File: src/image_resample_forward_macros.svh
// ----------------------------------------------------------------------------
// Image resampler assertion macros
// Shared concurrent assertion forms, clocked on clk and disabled in rst.
// ----------------------------------------------------------------------------
`ifndef IMAGE_RESAMPLE_FORWARD_MACROS_SVH
`define IMAGE_RESAMPLE_FORWARD_MACROS_SVH

// same-cycle implication
`define IRF_ASSERT_NOW(lbl, ante, cons) \
  lbl: assert property (@(posedge clk) disable iff (rst) (ante) |-> (cons)) \
    else $error("assertion failed");

// next-cycle implication
`define IRF_ASSERT_NEXT(lbl, ante, cons) \
  lbl: assert property (@(posedge clk) disable iff (rst) (ante) |=> (cons)) \
    else $error("assertion failed");

`endif

File: src/irf_pkg.sv
// ----------------------------------------------------------------------------
// Image resampler package
// Constants, register codes and controller/datapath interface types.
// ----------------------------------------------------------------------------
package irf_pkg;

  localparam int IN_DIM  = 64;
  localparam int OUT_DIM = 256;
  localparam int ONE_W   = 16384;

  localparam logic [1:0] MODE_NEAREST  = 2'd0;
  localparam logic [1:0] MODE_BILINEAR = 2'd1;
  localparam logic [1:0] MODE_CUBIC50  = 2'd2;
  localparam logic [1:0] MODE_CUBIC75  = 2'd3;

  localparam logic [2:0] REG_MODE    = 3'd0;
  localparam logic [2:0] REG_ALIGNED = 3'd1;
  localparam logic [2:0] REG_IN_H    = 3'd2;
  localparam logic [2:0] REG_IN_W    = 3'd3;
  localparam logic [2:0] REG_OUT_H   = 3'd4;
  localparam logic [2:0] REG_OUT_W   = 3'd5;

  typedef struct packed {
    logic [1:0] mode;
    logic       aligned;
    logic [6:0] in_h;
    logic [6:0] in_w;
    logic [8:0] out_h;
    logic [8:0] out_w;
  } cfg_t;

  typedef struct packed {
    logic accept_req;
    logic store_wr;
    logic set_oob;
    logic div_load;
    logic div_step;
    logic div_save;
    logic setup;
    logic w_sq;
    logic w_cube;
    logic w_fin;
    logic t_mul;
    logic t_acc;
    logic r_mul;
    logic r_acc;
    logic fin;
    logic out_load;
  } cmd_t;

  typedef struct packed {
    logic in_range;
    logic div_last;
    logic axis;
    logic cubic;
    logic w_last;
    logic k_last;
    logic j_last;
  } sts_t;

endpackage

File: src/irf_cfg.sv
// ----------------------------------------------------------------------------
// Image resampler configuration registers
// Write-only register file on the configuration channel.
// ----------------------------------------------------------------------------
module irf_cfg import irf_pkg::*; (
  input  logic       clk,
  input  logic       rst,
  input  logic       cfg_valid,
  output logic       cfg_ready,
  input  logic [2:0] cfg_index,
  input  logic [8:0] cfg_data,
  output cfg_t       cfg
);

  assign cfg_ready = 1'b1;

  always_ff @(posedge clk) begin
    if (rst) begin
      cfg.mode    <= MODE_BILINEAR;
      cfg.aligned <= 1'b0;
      cfg.in_h    <= 7'd64;
      cfg.in_w    <= 7'd64;
      cfg.out_h   <= 9'd64;
      cfg.out_w   <= 9'd64;
    end else if (cfg_valid) begin
      case (cfg_index)
        REG_MODE:    cfg.mode    <= cfg_data[1:0];
        REG_ALIGNED: cfg.aligned <= cfg_data[0];
        REG_IN_H:    cfg.in_h    <= cfg_data[6:0];
        REG_IN_W:    cfg.in_w    <= cfg_data[6:0];
        REG_OUT_H:   cfg.out_h   <= cfg_data;
        REG_OUT_W:   cfg.out_w   <= cfg_data;
        default: ;
      endcase
    end
  end

endmodule

File: config.mk
export PLATFORM = sky130hd
export DESIGN_NAME = irf_cfg
export DESIGN_NICKNAME = d
export VERILOG_FILES = /design/src/image_resample_forward_macros.svh /design/src/irf_pkg.sv /design/src/irf_cfg.sv
export SDC_FILE = /design/constraint.sdc
export NUM_CORES = 1
export LEC_CHECK = 0
export ABC_AREA = 1
export BUFFER_PORTS_ARGS = -buffer_cell sky130_fd_sc_hd__buf_2
export CAP_MARGIN = 40
export CORE_ASPECT_RATIO = 0.5
export CORE_MARGIN = 2
export CORE_UTILIZATION = 45
export CTS_CLUSTER_DIAMETER = 30
export DETAILED_ROUTE_END_ITERATION = 8
export GPL_TIMING_DRIVEN = 0
export PLACE_DENSITY = 0.74
export REMOVE_ABC_BUFFERS = 1
export SLEW_MARGIN = 15
export SYNTH_ARGS = -nofsm -noshare
export SYNTH_HDL_FRONTEND = slang
export SYNTH_SLANG_ARGS = --single-unit
File: constraint.sdc
create_clock -name clk -period 1 [get_ports clk]
set_input_delay 0.05 -clock clk [delete_from_list [all_inputs] [get_ports clk]]
set_output_delay 0.05 -clock clk [all_outputs]
set_load 0.01 [all_outputs]
==> reports/qor.yml <==
outcome:
  outcome: "complete, no violations"
yosys:
  synth_area_um2: 1430
  synth_seq_cells: 35
  synth_area_leaders: "dfxtp_1, nor2_1, nand3_1, nand2_1, inv_1"
  synth_largest_area_cell: "dfxtp_1"
  seq_area_frac_synth_pct: 49.1
  synth_top_area_share_pct: 49.1
  synth_cell_types: 13
  postSynthCellCount: 209
  ys_warn_count: 0
  synth.avg_cell_area_um2: 6.82
critical_path:
  timing.rr.start: "cfg[14]$_SDFFE_PP0P_"
  cp-start-kind: "input pin"
  r2r_slack_ns: 0.41
  arrival_ns: 1.06
  critPathTopFamily: "buffers and inverters"
  worstPathMaxFanout: 5
  cp-end-kind: "flop"
  critPathRequiredTime_ns: 1.18
  path_class: "in2reg"
  path_buf_inv: 3
  worst_path_largest_cell_delay_ns: 0.54
  worstPathCellList: "dlygate4sd3_1 -> buf_2 -> inv_2 -> nand3_1 -> nand2_1 -> nor2_1"
  cp.depth: 6
  r2r_cells: 2
  reg2reg_to: "cfg[14]$_SDFFE_PP0P_"
  crit_slowest_cell: "dlygate4sd3_1"
layout:
  reg.largest.list: "cfg: 35 flops"
  final.fill_count: 304
  fin_util_pct: 60.6
  seqCellArea_um2: 701
  largest_register_ffs: 35
  top_register: "cfg"
  layout-drive-gt1-share_pct: 24.4
  design_area_um2: 1830
  insertedDiodeCount: 0
  multi_input_area_um2: 636
  area_growth_pct: 28.0
  final_nets: 276
global_route:
  antenna_found_initial: 0
  grt_usage_pct: 18.6
  gr-total-overflow: 0
  grt_pass1_wl_mm: 5.20
  grt_pass1_vias: 1175
  grt_start_max_net_pins: 30
cts:
  h-tree-depth: 2
  cts_made_buffers: 5
  cts_tree: "done"
  clk_latency_ns: 0.28
  cts_setup_buffers: 0
  clock-root-buffer: "clkbuf_8"
  clock_sinks: 35
  clk_pin_slew_ns: 0.06
  clock_tree.buffer_depth: 2
route:
  vias_per_cell: 4.68
  wl_per_cell_um: 10.8
  ant_nets: 0
  drtIter0Drc: 68
  first_pass_iters: 5
  route.final.wire_length_mm: 3.27
  drc: 0
  vias: 1414
min_path:
  min_to: "cfg[31]$_SDFFE_PP1P_"
  hp-start: "cfg_data[6]"
  worstHoldPathCells: 3
  holdCritPathClass: "in2reg"
power_and_ir_drop:
  peakVddDrop_mv: 0.676
  p_comb_share_pct: 11.8
  leakage_nw: 0.921
  clkPwrFrac_pct: 38.1
  p_int_mw: 2.20
  p_sw_mw: 0.726
  seqPwrFrac_pct: 50.1
  swShare_pct: 24.8
  pwr_density_cell_nw_per_um2: 1600
floorplanning:
  pin_count: 51
  fp.coreArea_um2: 3010
  start_util_pct: 47.3
  die_area_um2: 3660
  die_y_um: 43.8
  die_w_um: 83.6
  num_rows: 14
sta:
  clock_skew_ns: 0
  slew_violations: 0
  period_minus_slack_ns: 0.875
  rsz0062_at_grt: "false"
  finalCritPeriodShare_pct: 87.5
  worstMarginPinSlew_ns: 0.624
  setup_viol: 0
  tns_ns: 0
  maxSlewHeadroom_pct: 58.2
  finalHoldViolCount: 0
  max_freq_mhz: 1140
run:
  cap_viol_max_count: 0
placed_design:
  place_hpwl_mm: 2.34
  io_buffers: 49
  dpl_cell_area_um2: 1720
  gp_congestion: 0.859
[layer usage]
metal  GRT usage, %  up-vias  wire [um]
met5              0        -          0
met4           8.71        0         44
met3           6.48        5        209
met2           31.0       40       1550
met1           22.1      619       1460
li1               -      750          -
[power by group through the flow]
stage | Clock (mW) | Combinational (mW) | Sequential (mW)
final | 1.12 | 0.344 | 1.46
after global routing | 1.20 | 0.386 | 1.47
after CTS | 1.13 | 0.346 | 1.47
after detailed placement | 0 | 0.342 | 1.50
after global placement | 0 | 0.324 | 1.50
after floorplan | 0 | 0.177 | 1.52
[stage by stage]
step           cells  hold WS, ns  worst slack [ns]  power (mW)
3_3_place_gp     292        0.270            -0.258        1.82
2_1_floorplan    203        0.163             0.112        1.70
6_report         302       0.0366             0.125        2.92
3_5_place_dp     293        0.282            -0.100        1.84
4_1_cts          302       0.0345            0.0772        2.94
5_1_grt          302       0.0521            0.0692        3.05
[final cells by class]
type                       count  share of cell area (%)
clock buffer                   8                    5.48
inverter                      15                    3.08
multi-input combinational    153                    34.8
sequential                    35                    38.4
tap                           40                    2.74
timing repair buffer          51                    15.5
[logic make-up (layout without fill, tap and decap cells)]
family,Yosys count,in the layout,share of synthesized area (%)
compound gates,4,4,1.40
buf+inv,21,74,6.32
flops,35,35,49.1
other cells,1,1,0.263
simple gates,148,148,42.9
[worst register-to-register path, stage by stage, from the launching register on]
cell,delay [ns]
dfxtp_1,0.35
nor2_1,0.05
nor2_1,0.13
[what timing repair did]
item	4_1_cts	5_1_grt
hold buffers	1	0
hold endpoints to repair	1	0
gates resized for setup	0	1
setup endpoints to repair	0	1
[worst max path at each step]
stage / startpoint / slack, ns / endpoint
2_1_floorplan: rst / 0.11 / cfg[0]$_SDFFE_PP0P_
3_3_place_gp: rst / -0.26 / cfg[21]$_SDFFE_PP0P_
3_5_place_dp: cfg_index[1] / -0.10 / cfg[17]$_SDFFE_PP0P_
4_1_cts: cfg_data[0] / 0.08 / cfg[18]$_SDFFE_PP0P_
5_1_grt: cfg_data[0] / 0.07 / cfg[32]$_SDFFE_PP0P_
6_report: cfg_data[0] / 0.12 / cfg[32]$_SDFFE_PP0P_
[layout by cell type, fill, tap and decap left out]
master,count
dfxtp_1,35
clkbuf_1,1
conb_1,1
nand2_1,45
a21oi_1,1
o21ai_0,3
clkbuf_8,7
buf_2,49
buf_16,1
inv_2,2
nor2_2,5
nor2_1,63
clkinv_1,1
dlygate4sd3_1,1
nand3_1,35
inv_1,12
[synthesized netlist by cell type]
library cell / n
nor2_2: 5
buf_4: 3
dfxtp_1: 35
clkbuf_1: 3
inv_1: 13
inv_2: 1
conb_1: 1
a21oi_1: 1
nand3_1: 35
nor2_1: 63
o21ai_0: 3
clkinv_1: 1
nand2_1: 45
No activity file was read; power rests on OpenSTA's default activity.
