$ cat config.mk
export PLATFORM = sky130hd
export DESIGN_NAME = irf_ctrl
export DESIGN_NICKNAME = d
export VERILOG_FILES = /design/src/irf_pkg.sv /design/src/irf_ctrl.sv
export VERILOG_INCLUDE_DIRS = /design/src /design/src/src
export SDC_FILE = /design/constraint.sdc
export NUM_CORES = 1
export LEC_CHECK = 0
export BUFFER_PORTS_ARGS = -buffer_cell sky130_fd_sc_hd__buf_2
export CORE_MARGIN = 2
export CORE_UTILIZATION = 35
export DETAILED_ROUTE_END_ITERATION = 8
export GPL_TIMING_DRIVEN = 0
export HOLD_SLACK_MARGIN = 0.08
export PLACE_DENSITY_LB_ADDON = 0.08
export SLEW_MARGIN = 20
export SYNTH_ARGS = -nofsm -noshare
export SYNTH_HDL_FRONTEND = slang
export SYNTH_SLANG_ARGS = --single-unit
export TNS_END_PERCENT = 1
$ cat constraint.sdc
create_clock -name clk -period 2.2 [get_ports clk]
set_clock_uncertainty 0.15 [all_clocks]
set_input_delay 0.22 -clock clk [delete_from_list [all_inputs] [get_ports clk]]
set_output_delay 0.22 -clock clk [all_outputs]
set_load 0.02 [all_outputs]
$ cat src/image_resample_forward_macros.svh
// ----------------------------------------------------------------------------
// Image resampler assertion macros
// Shared concurrent assertion forms, clocked on clk and disabled in rst.
// ----------------------------------------------------------------------------
`ifndef IMAGE_RESAMPLE_FORWARD_MACROS_SVH
`define IMAGE_RESAMPLE_FORWARD_MACROS_SVH

// same-cycle implication
`define IRF_ASSERT_NOW(lbl, ante, cons) \
  lbl: assert property (@(posedge clk) disable iff (rst) (ante) |-> (cons)) \
    else $error("assertion failed");

// next-cycle implication
`define IRF_ASSERT_NEXT(lbl, ante, cons) \
  lbl: assert property (@(posedge clk) disable iff (rst) (ante) |=> (cons)) \
    else $error("assertion failed");

`endif

$ cat src/irf_pkg.sv
// ----------------------------------------------------------------------------
// Image resampler package
// Constants, register codes and controller/datapath interface types.
// ----------------------------------------------------------------------------
package irf_pkg;

  localparam int IN_DIM  = 64;
  localparam int OUT_DIM = 256;
  localparam int ONE_W   = 16384;

  localparam logic [1:0] MODE_NEAREST  = 2'd0;
  localparam logic [1:0] MODE_BILINEAR = 2'd1;
  localparam logic [1:0] MODE_CUBIC50  = 2'd2;
  localparam logic [1:0] MODE_CUBIC75  = 2'd3;

  localparam logic [2:0] REG_MODE    = 3'd0;
  localparam logic [2:0] REG_ALIGNED = 3'd1;
  localparam logic [2:0] REG_IN_H    = 3'd2;
  localparam logic [2:0] REG_IN_W    = 3'd3;
  localparam logic [2:0] REG_OUT_H   = 3'd4;
  localparam logic [2:0] REG_OUT_W   = 3'd5;

  typedef struct packed {
    logic [1:0] mode;
    logic       aligned;
    logic [6:0] in_h;
    logic [6:0] in_w;
    logic [8:0] out_h;
    logic [8:0] out_w;
  } cfg_t;

  typedef struct packed {
    logic accept_req;
    logic store_wr;
    logic set_oob;
    logic div_load;
    logic div_step;
    logic div_save;
    logic setup;
    logic w_sq;
    logic w_cube;
    logic w_fin;
    logic t_mul;
    logic t_acc;
    logic r_mul;
    logic r_acc;
    logic fin;
    logic out_load;
  } cmd_t;

  typedef struct packed {
    logic in_range;
    logic div_last;
    logic axis;
    logic cubic;
    logic w_last;
    logic k_last;
    logic j_last;
  } sts_t;

endpackage

$ cat src/irf_ctrl.sv
// ----------------------------------------------------------------------------
// Image resampler controller
// Sequences loads, coordinate division, weights, taps and result transfer.
// ----------------------------------------------------------------------------
`include "image_resample_forward_macros.svh"

module irf_ctrl import irf_pkg::*; (
  input  logic clk,
  input  logic rst,
  input  logic s_tvalid,
  output logic s_tready,
  input  logic kind,
  output logic m_tvalid,
  input  logic m_tready,
  input  sts_t sts,
  output cmd_t cmd
);

  typedef enum logic [15:0] {
    S_IDLE    = 16'h0001,
    S_CHECK   = 16'h0002,
    S_DIVLOAD = 16'h0004,
    S_DIV     = 16'h0008,
    S_DIVSAVE = 16'h0010,
    S_SETUP   = 16'h0020,
    S_WSQ     = 16'h0040,
    S_WCUBE   = 16'h0080,
    S_WFIN    = 16'h0100,
    S_TRD     = 16'h0200,
    S_TMUL    = 16'h0400,
    S_TACC    = 16'h0800,
    S_RMUL    = 16'h1000,
    S_RACC    = 16'h2000,
    S_FIN     = 16'h4000,
    S_DONE    = 16'h8000
  } state_t;

  state_t state, state_next;

  assign s_tready = state == S_IDLE;

  always_comb begin
    cmd        = '0;
    state_next = state;
    case (state)
      S_IDLE: begin
        if (s_tvalid) begin
          if (kind) begin
            cmd.accept_req = 1'b1;
            state_next     = S_CHECK;
          end else begin
            cmd.store_wr = 1'b1;
          end
        end
      end
      S_CHECK: begin
        if (sts.in_range) begin
          state_next = S_DIVLOAD;
        end else begin
          cmd.set_oob = 1'b1;
          state_next  = S_DONE;
        end
      end
      S_DIVLOAD: begin
        cmd.div_load = 1'b1;
        state_next   = S_DIV;
      end
      S_DIV: begin
        cmd.div_step = 1'b1;
        if (sts.div_last) state_next = S_DIVSAVE;
      end
      S_DIVSAVE: begin
        cmd.div_save = 1'b1;
        state_next   = sts.axis ? S_SETUP : S_DIVLOAD;
      end
      S_SETUP: begin
        cmd.setup  = 1'b1;
        state_next = sts.cubic ? S_WSQ : S_TRD;
      end
      S_WSQ: begin
        cmd.w_sq   = 1'b1;
        state_next = S_WCUBE;
      end
      S_WCUBE: begin
        cmd.w_cube = 1'b1;
        state_next = S_WFIN;
      end
      S_WFIN: begin
        cmd.w_fin  = 1'b1;
        state_next = sts.w_last ? S_TRD : S_WSQ;
      end
      S_TRD: begin
        state_next = S_TMUL;
      end
      S_TMUL: begin
        cmd.t_mul  = 1'b1;
        state_next = S_TACC;
      end
      S_TACC: begin
        cmd.t_acc  = 1'b1;
        state_next = sts.k_last ? S_RMUL : S_TRD;
      end
      S_RMUL: begin
        cmd.r_mul  = 1'b1;
        state_next = S_RACC;
      end
      S_RACC: begin
        cmd.r_acc  = 1'b1;
        state_next = sts.j_last ? S_FIN : S_TRD;
      end
      S_FIN: begin
        cmd.fin    = 1'b1;
        state_next = S_DONE;
      end
      S_DONE: begin
        if (!m_tvalid || m_tready) begin
          cmd.out_load = 1'b1;
          state_next   = S_IDLE;
        end
      end
      default: begin
        state_next = S_IDLE;
      end
    endcase
  end

  always_ff @(posedge clk) begin
    if (rst) begin
      state    <= S_IDLE;
      m_tvalid <= 1'b0;
    end else begin
      state <= state_next;
      if (cmd.out_load) m_tvalid <= 1'b1;
      else if (m_tready) m_tvalid <= 1'b0;
    end
  end

  `IRF_ASSERT_NOW(a_save_after_last, state == S_DIVSAVE, $past(sts.div_last))
  `IRF_ASSERT_NEXT(a_req_to_check, s_tvalid && s_tready && kind, state == S_CHECK)
  `IRF_ASSERT_NEXT(a_done_presents, state == S_DONE && (!m_tvalid || m_tready),
                   m_tvalid && state == S_IDLE)

endmodule

==> impl_metrics.json <==
{
  "antenna_found_initial": 0,
  "start_util_pct": 36.8,
  "violations": "setup timing",
  "clock-sinks": 17,
  "synth_top_family_by_area": "simple AND/OR/NAND/NOR gates",
  "place.gp.congestion": 0.882,
  "htree_num_levels": 1,
  "fmax_mhz": 391,
  "synth-compound-area-share_pct": 13.6,
  "cap_violations": 0,
  "grt_usage_pct": 19.0,
  "rsz0062_at_grt": "true",
  "drc_errors": 0,
  "finalPower_uw": 610,
  "root_buffer": "clkbuf_4",
  "hold_viol": 0,
  "fin_tns_setup_ns": -3.41,
  "place_hpwl_mm": 2.28,
  "peakVddDrop_v": 0.000249,
  "syn_area_mm2": 0.00111,
  "hold-worst-slack_ns": 0.126,
  "finalInstanceArea_mm2": 0.00161,
  "wl_per_cell_um": 14.6,
  "crit_arrival_ns": 2.19,
  "ant_nets": 0,
  "ioPinCount": 30,
  "dieArea_mm2": 0.00365,
  "drtPass1Iterations": 4,
  "crit_chain": "or4_1, buf_6, nor4_4, nor4b_4, buf_4",
  "tightest_slew_ns": 0.647,
  "n_fill_cell": 296,
  "antennaDiodeCount": 0,
  "fin_ws_ns": -0.359,
  "clock_path_buffers": 2,
  "die_w_um": 60.4,
  "fp.coreArea_mm2": 0.00303,
  "cts_made_buffers": 3,
  "cts_tree": "done",
  "synth.avg_cell_area_um2": 8.31,
  "cp_slowest_cell": "or4_1",
  "finalCriticalPeriod_ns": 2.56,
  "leakagePower_nw": 0.671,
  "crit_required_ns": 1.83,
  "io_buffers": 29,
  "post-place-cells": 207,
  "grt_pass1_wl_mm": 5.03,
  "outcome": "finished, violations left",
  "grt_max_degree": 11,
  "drive_gt1_share_pct": 39.1,
  "setup_viol": 19,
  "endpoint_kind": "primary output",
  "yosys.area_share.simple_pct": 46.9,
  "final_nets": 192,
  "syn_inst": 134,
  "totalWireLength_mm": 3.25,
  "dr_total_vias": 1170,
  "critPathMaxFanout": 8,
  "synth-seq-area-share_pct": 30.6,
  "drt_iter0_drc": 32,
  "die_h_um": 60.4,
  "critPathKind": "flop to primary output",
  "vias_per_cell": 5.25,
  "instances_no_fill": 223,
  "synth_mux_area_share_pct": 0,
  "synth-seq-cells": 17,
  "syn-num-nets": 146,
  "power_density_mw_per_mm2": 379,
  "path_clk_slew_ns": 0.11,
  "fin_crit_sh_pct": 116,
  "ys_types": 44,
  "synthXorXnorAreaFrac_pct": 2.36,
  "cp_slowest_stage_delay_ns": 0.55,
  "hp-class": "input port to flop",
  "slew_headroom_pct": 56.9,
  "grt_overflow": 0,
  "synthAdderAreaFrac_pct": 0,
  "first_global_vias": 1050,
  "final_cell_mix": "buf_2 (17), buf_4 (17), nor2_1 (13), dlygate4sd3_1 (9), dfxtp_1 (9)",
  "area_growth_pct": 44.5,
  "critPathLaunchType": "flop",
  "clkLatencyLatePin_ns": 0.31,
  "drv_slew": 0,
  "post_dp_cell_area_mm2": 0.00133,
  "num_rows": 20,
  "ys_warn_count": 0
}
==> path summary, 6_finish.rpt <==
path | from | endpoint | slack [ns] | depth (start not counted)
worst max-delay path | state[1] | cmd[6] | -0.36 | 5
worst min register to register | state[7] | state[8] | 0.40 | 2
worst min-delay path | sts[6] | state[15] | 0.13 | 3
worst max register to register | state[1] | state[0] | -0.06 | 6
==> area by class of cell <==
| cell class | count | area, µm² | area share [%] |
|---|---|---|---|
| multi-input combinational | 102 | 778 | 48.4 |
| sequential | 17 | 355 | 22.1 |
| timing repair buffer | 44 | 323 | 20.1 |
| tap | 44 | 55.1 | 3.42 |
| buffer | 5 | 45.0 | 2.80 |
| clock buffer | 4 | 26.3 | 1.63 |
| inverter | 7 | 26.3 | 1.63 |
==> per-layer routing <==
layer	global-route usage (%)	wire length [µm]
met1	24.1	1470
met3	2.56	116
met2	32.6	1610
met4	7.62	50
met5	0	0
==> Yosys cell counts, drive strengths merged <==
master   count  area share (%)
dfxtp       17              31
or4b         1            0.90
o21ai        3             1.3
o31ai        1            0.67
o21ba        1            0.90
nand3        3             1.3
nor4         8             7.5
xnor2        2             1.6
nand4        1            0.56
o2111a       2             2.0
a22oi        1            0.67
nand4b       1            0.79
buf          4             2.9
nor3b        6             4.0
and3         6             3.4
clkbuf       4             1.3
nor4b        2             2.9
inv          7             2.4
a21oi        3             1.3
o22ai        1            0.56
o21a         1            0.67
nor2b        4             2.2
a31oi        2             1.1
or2          2             1.1
and4b        2             1.8
a41oi        1            0.79
nand2b       8             4.5
a2111oi      2             2.1
o211ai       2             1.3
or3          2             1.1
nand2        3             1.0
and3b        1            0.79
nor2        16             5.4
or3b         1            0.79
xor2         1            0.79
or4          4             3.0
nor3         8             3.6
==> flip-flops by register name, indices dropped and copies added (netlist names) <==
name and flops:
m_tvalid 1, state 16
==> per-stage QoR <==
step / utilization, % / setup WS [ns]
2_1_floorplan: - / -0.0263
3_3_place_gp: 44.0 / -0.212
3_5_place_dp: 44.0 / -0.223
4_1_cts: 52.8 / -0.348
5_1_grt: 53.1 / -0.490
6_report: 53.1 / -0.359
==> logic make-up (layout without fill, tap and decap cells) <==
family | Yosys count | in the layout
XOR/XNOR | 3 | 3
AND/OR/NAND/NOR | 79 | 79
AO/OA/AOI/OAI | 20 | 20
buffers and inverters | 15 | 60
flip-flops | 17 | 17
==> report_power, final <==
group	switching (mW)	internal, mW
clock	0.107	0.0709
sequential	0.00764	0.308
combinational	0.0575	0.0587
total	0.172	0.438
==> critical path, delay by kind of cell (launching register included) <==
kind	cells	cell delay (ns)
AND/OR/NAND/NOR	3	1.15
flip-flops	1	0.37
buffers and inverters	2	0.36
==> repair_timing <==
| action | 4_1_cts | 5_1_grt |
|---|---|---|
| hold buffers | 9 | 0 |
| endpoints found under the setup margin | 24 | 21 |
| buffers inserted | 6 | 0 |
| hold endpoints to repair | 10 | 0 |
| gates resized for setup | 34 | 3 |
| pin swaps | 12 | 0 |
Power figures use the tool's default switching activity.
